===== config.mk =====
export PLATFORM = sky130hd
export DESIGN_NAME = osp_cmd_fifo
export DESIGN_NICKNAME = d
export VERILOG_FILES = /design/src/design/osp_pkg.sv /design/src/design/osp_cmd_fifo.sv
export SDC_FILE = /design/constraint.sdc
export NUM_CORES = 1
export LEC_CHECK = 0
export ABC_AREA = 0
export BUFFER_PORTS_ARGS = -buffer_cell sky130_fd_sc_hd__buf_2
export CAP_MARGIN = 20
export CORE_MARGIN = 2
export CORE_UTILIZATION = 55
export DETAILED_ROUTE_END_ITERATION = 7
export MAX_ROUTING_LAYER = met4
export PLACE_DENSITY = 0.83
export SLEW_MARGIN = 20
export SYNTH_ARGS = -nofsm -noshare
export SYNTH_HDL_FRONTEND = slang
export SYNTH_SLANG_ARGS = --single-unit
export TNS_END_PERCENT = 100

===== constraint.sdc =====
create_clock -name clk -period 6.15 [get_ports clk]
set_clock_uncertainty 0.1 [all_clocks]
set_input_delay 0.615 -clock clk [delete_from_list [all_inputs] [get_ports clk]]
set_output_delay 0.615 -clock clk [all_outputs]
set_load 0.1 [all_outputs]

===== src/design/osp_pkg.sv =====
`timescale 1ns / 1ps
`default_nettype none
package osp_pkg;
  localparam int STASH_SLOTS = 32;
  localparam int BLOCK_WORDS = 64;
  localparam int NODE_BITS   = 16;

  localparam int SLOT_W    = (STASH_SLOTS > 1) ? $clog2(STASH_SLOTS) : 1;
  localparam int WORD_W    = (BLOCK_WORDS > 1) ? $clog2(BLOCK_WORDS) : 1;
  localparam int LEN_W     = $clog2(BLOCK_WORDS + 1);
  localparam int LBL_W     = NODE_BITS + 1;
  localparam int MSB_W     = $clog2(LBL_W);
  localparam int MEM_DEPTH = STASH_SLOTS * BLOCK_WORDS;
  localparam int ADDR_W    = $clog2(MEM_DEPTH);
  localparam int DATA_W    = 64;
  localparam int ID_W      = 16;
  localparam int LABEL_W   = 16;
  localparam int SIDX_W    = 5;
  localparam int CMDQ_DEPTH = 4;
  localparam int CMDQ_PTR_W = $clog2(CMDQ_DEPTH);

  localparam logic [1:0] ST_INSERTED = 2'd0;
  localparam logic [1:0] ST_FULL     = 2'd1;
  localparam logic [1:0] ST_EVICTED  = 2'd2;
  localparam logic [1:0] ST_NONE     = 2'd3;

  typedef enum logic [1:0] {
    CMD_INS,
    CMD_FULL,
    CMD_EVICT,
    CMD_NONE
  } cmd_kind_t;

  typedef struct packed {
    cmd_kind_t          kind;
    logic [SLOT_W-1:0]  slot;
    logic [WORD_W-1:0]  word;
    logic [ID_W-1:0]    id;
    logic [LEN_W-1:0]   len;
    logic [DATA_W-1:0]  data;
  } cmd_t;

  function automatic logic [MSB_W-1:0] msb_pos(input logic [LBL_W-1:0] v);
    logic [MSB_W-1:0] p;
    p = '0;
    for (int i = 0; i < LBL_W; i++) begin
      if (v[i]) p = MSB_W'(i);
    end
    return p;
  endfunction
endpackage
`default_nettype wire


===== src/design/osp_cmd_fifo.sv =====
`timescale 1ns / 1ps
`default_nettype none
module osp_cmd_fifo import osp_pkg::*; (
  input  wire logic clk,
  input  wire logic rst,
  input  wire logic push,
  input  wire cmd_t din,
  output logic      full,
  input  wire logic pop,
  output logic      empty,
  output cmd_t      dout
);
  cmd_t entries [CMDQ_DEPTH];
  logic [CMDQ_PTR_W-1:0] wr_ptr;
  logic [CMDQ_PTR_W-1:0] rd_ptr;
  logic [CMDQ_PTR_W:0]   count;
  logic do_push;
  logic do_pop;

  assign full    = (count == (CMDQ_PTR_W+1)'(CMDQ_DEPTH));
  assign empty   = (count == '0);
  assign do_push = push && !full;
  assign do_pop  = pop && !empty;
  assign dout    = entries[rd_ptr];

  always_ff @(posedge clk) begin
    if (rst) begin
      wr_ptr <= '0;
      rd_ptr <= '0;
      count  <= '0;
    end else begin
      if (do_push) wr_ptr <= wr_ptr + 1'b1;
      if (do_pop) rd_ptr <= rd_ptr + 1'b1;
      if (do_push && !do_pop) count <= count + 1'b1;
      else if (do_pop && !do_push) count <= count - 1'b1;
    end
    if (do_push) entries[wr_ptr] <= din;
  end
endmodule
`default_nettype wire


-- Word-level counts from Yosys, hierarchy flattened
Memories as Yosys holds them, arrays and structs flattened. A register that Yosys moved wholly into a read port is not among the register bits.
Index checks and enable logic that the tools add are counted.
- memories kept: 1
- bits in latches: 0
- output and inout port bits: 102
- register bits after elaboration: 7
- bits in writable memories: 400
- ROM bits: 0
- word-level logic and storage cells: 25
- memory list (memory ; depth ; width ; rd ports ; clocked after memory_dff ; wr ports ; line ; text):
    entries ; 4 ; 100 ; 1 ; 1 ; 1 ; osp_cmd_fifo.sv:13 ; cmd_t entries [CMDQ_DEPTH];
- divide/modulo/power cells: 0
- equal/unequal tests: 1
- shift operators: 0
- muxes and demuxes: 6
- order comparisons: 0
- bitwise operators: 0
- reduce and logical (&&, ||, !) cells: 10
- add/sub/neg operators: 4
- multipliers: 0
- operators with widths (cell ; count):
    two-way mux 3 bit ; 2
    adder 2 x 1 -> 2 bit, second input constant ; 2
    logical AND 1 bit ; 4
    logical NOT 1 bit ; 4
    two-way mux 2 bit ; 2
    adder 3 x 1 -> 3 bit, second input constant ; 1
    equality test 3 bit, second input constant ; 1
    logical NOT 3 bit ; 1
    subtractor 3 x 1 -> 3 bit, second input constant ; 1
    two-way mux 1 bit ; 2
    nonzero test 2 bit ; 1

-- Longest topological paths before layout
- word-level depth: 7
- mapped depth: 8
- mapped depth without buffers: 8

-- Least setup slack after synthesis
No wires, ideal clock.
- path type: register to register
- start: register count[1]
- end: memory entries[0][0] (netlist bit) (enable)
- period minus slack after synthesis: 4057 ps
- path buffers: 0
- stages on the path, launching flop included: 4
- slack: 2093 ps
- data required time: 5345 ps
- library setup time: 705 ps
- arrival time: 3253 ps
- cell sequence: dfxtp_1 nor3b_2 nor2_1 and2_1
- word-level cells in the longest chain between the ends: 5
- RTL lines (element ; line ; text):
    start, declared ; osp_cmd_fifo.sv:16 ; logic [CMDQ_PTR_W:0] count;
    start signal, assigned ; osp_cmd_fifo.sv:34 ; if (do_push && !do_pop) count <= count + 1'b1;
    start signal, assigned ; osp_cmd_fifo.sv:35 ; else if (do_pop && !do_push) count <= count - 1'b1;
    equality test 3 bit ; osp_cmd_fifo.sv:20 ; assign full = (count == (CMDQ_PTR_W+1)'(CMDQ_DEPTH));
    net full ; osp_cmd_fifo.sv:8 ; output logic full,
    logical NOT 1 bit ; osp_cmd_fifo.sv:22 ; assign do_push = push && !full;
    logical AND 1 bit ; osp_cmd_fifo.sv:22 ;
    net do_push ; osp_cmd_fifo.sv:17 ; logic do_push;
    two-way mux 1 bit ; osp_cmd_fifo.sv:37 ; if (do_push) entries[wr_ptr] <= din;
    two-way mux 1 bit (implied by the code) ; osp_cmd_fifo.sv:37 ;
    end, declared ; osp_cmd_fifo.sv:13 ;
The timed path passes the listed nets, and every way through them passes these cells.

==> metrics.md <==
| Metric | Value |
|---|---|
| Status | `completed` |
| Fmax | `about 270 MHz` |
| Delay of the slowest critical-path stage | `approximately 0.87 ns` |
| Worst min path class | `input pin to register` |
| Sequential-to-total area share from yosys stat | `0.813` |
| Initial core utilization | `0.558` |
| Syn Area/Cell | `~26 um2` |
| Postcts setup bufs | `0` |
| TritonCTS clock tree | `built` |
| Cell area after layout | `0.0176 mm2` |
| Setup tns final | `0 ns` |
| Slew @ Worst Pin | `roughly 1.0 ns` |
| Vias in the first global route | `a little over 7000` |
| Post-route ant nets | `0` |
| Post-synth top area share | `0.801` |
| Die area | `about 0.029 mm2` |
| DR iter-0 viols | `640` |
| Post-CTS resize count | `0` |
| Max cap viols | `0` |
| Hold_buf cts | `0` |
| Critical Path Start Type | `register` |
| Die Y | `between 150 and 200 um` |
| Avg WL per Cell | `about 23 um` |
| Synth unique cells | `23` |
| Layout cell share with drive strength beyond 1 | `0.449` |
| Area delta synth->final | `17.2%` |
| Global-route wire length before repair | `40100 um` |
| Worst-path clk slew | `about 0.060 ns` |
| Pre-antenna DRT Iters | `5` |
| Worst slew margin | `0.314` |
| Number of antenna violations at the first check in global routing | `6` |
| YS warnings | `0` |
| Part of the cycle the worst path needs | `0.594` |
| Crit-path slowest cell | `dfxtp_4` |
| Unrepaired setup endpoints after global routing | `false` |
| CP delay by family, top | `buffers and inverters` |
| Fin nets | `a little over 900` |
| Register bit total from synthesis | `around 410` |
| Final weighted congestion in routability-driven placement | `~0.71` |
| Total Routing Usage GR | `0.194` |
| Largest net degree at the start of global routing | `67` |
| Cell Area, Synth | `between 0.01 and 0.015 mm2` |
| Io pins | `just over 200` |
| Vias/cell | `roughly 5.6` |
| Post-route setup slack | `between 2 and 2.5 ns` |
| Largest area contributor in the netlist | `edfxtp_1` |
| Required @ worst endpoint | `5.43 ns` |
| Crit-path max FO | `54` |
| Worst setup path class | `register to output pin` |
| Data arrival, critical path | `about 2.9 ns` |
| Final hold vios | `0` |
| Worst-path cell chain | `buf_4 -> mux4_2 -> buf_2` |
| Core box area | `0.0269 mm2` |
| Post-Syn Instances | `570` |
| Min cycle time layout | `between 3 and 4 ns` |
| Max Slew Vio Count | `0` |
| Post-DP HPWL | `about 16000 um` |
| CP bufs+invs | `2` |
| Root buffer cell | `clkbuf_16` |
| Final hold slack | `0.211 ns` |
| CTS H-tree lvls | `2` |
| Clock tree sinks | `409` |
| Dpl cell area | `~0.016 mm2` |
| Syn_nets | `680` |
| Final setup vio count | `0` |
| GRT overflow | `0` |
| Clock Path Buffers | `3` |
| Fillers | `about 1700` |
| Via count | `around 6700` |
| Post-Route WL | `roughly 27000 um` |
| Port Buffers | `approximately 200` |
| Pre-CTS setup slack | `2.92 ns` |
| # rows | `60` |
| Clk_lat worst skew | `about 0.52 ns` |
| Worst Setup End Kind | `output pin` |
| Die W | `between 150 and 200 um` |
| Synth top area cells | `edfxtp_1 80%, mux4_2 15%, buf_12 1.3%, dfxtp_1 1.2%, ha_1 0.42%` |
| Drt drc | `0` |
| CTS Buf Count | `40` |
[through the flow]
| stage | utilization | cells |
|---|---|---|
| floorplan | - | 570 |
| global placement | 0.605 | 1099 |
| detailed placement | 0.605 | 1099 |
| CTS | 0.652 | 1173 |
| global route | 0.653 | 1180 |
| finish | 0.654 | 1181 |
[cell usage after synthesis (all sizes together)]
cell type  number
fa              1
mux4          100
xor2            4
nand2b          2
ha              5
mux2i           2
nor3            1
edfxtp        400
and2            4
o21ai           2
a21oi           2
nor2            6
or3             2
clkbuf          1
o311ai          1
inv             4
nor3b           1
o31ai           1
buf            22
dfxtp           9
[sequential cells by signal (all words and copies together), names as in the netlist, named ones only]
signal / cells
count: 3
wr_ptr: 2
rd_ptr: 2
entries: 400
[area by class of cell]
class / instances / area, um2 / share of cell area
timing repair buffer: 212 / 1100 / 0.0628
antenna: 7 / 17.5 / 0.000997
clock buffer: 52 / 1100 / 0.0625
tap: 341 / 427 / 0.0243
multi-input combinational: 134 / 2530 / 0.144
sequential: 409 / 12200 / 0.695
inverter: 4 / 15.0 / 0.000855
clock inverter: 22 / 179 / 0.0102
[worst paths after layout]
path / startpoint / to / slack, ns / depth (start not counted)
worst min register to register: wr_ptr[1] / wr_ptr[1] / 0.42 / 2
worst min-delay path: din[30] / entries[2][30] / 0.21 / 1
worst max-delay path: register / dout[38] / 2.50 / 3
worst max register to register: count[0] / entries[0][89] / 3.10 / 4
[cells in the final DEF (no fill, tap or decap), drive strengths merged]
cell type | synthesis | final
a21oi | 2 | 2
and2 | 4 | 4
buf | 22 | 212
bufinv | 0 | 3
clkbuf | 1 | 52
clkinv | 0 | 17
dfxtp | 9 | 9
diode | 0 | 7
edfxtp | 400 | 400
fa | 1 | 1
ha | 5 | 5
inv | 4 | 6
mux2i | 2 | 2
mux4 | 100 | 100
nand2b | 2 | 2
nor2 | 6 | 6
nor3 | 1 | 1
nor3b | 1 | 1
o21ai | 2 | 2
o311ai | 1 | 1
o31ai | 1 | 1
or3 | 2 | 2
xor2 | 4 | 4
[per-layer routing]
layer	global-route usage	part of all wire
met2	0.309	0.50
met1	0.248	0.41
met4	0.0569	0.020
met5	-	0
met3	0.0580	0.073
[cells by family after synthesis]
kind of cell | after synthesis | share of synthesized area
adder cells (fa/ha/maj) | 6 | 0.00551
AO/OA/AOI/OAI | 6 | 0.00242
multiplexers | 102 | 0.152
buffers and inverters | 27 | 0.0189
flip-flops | 409 | 0.813
XOR/XNOR | 4 | 0.00234
AND/OR/NAND/NOR | 16 | 0.00601
Power is not shown: default switching activity piles up to over one toggle a cycle in this logic, so the estimate is an artifact.
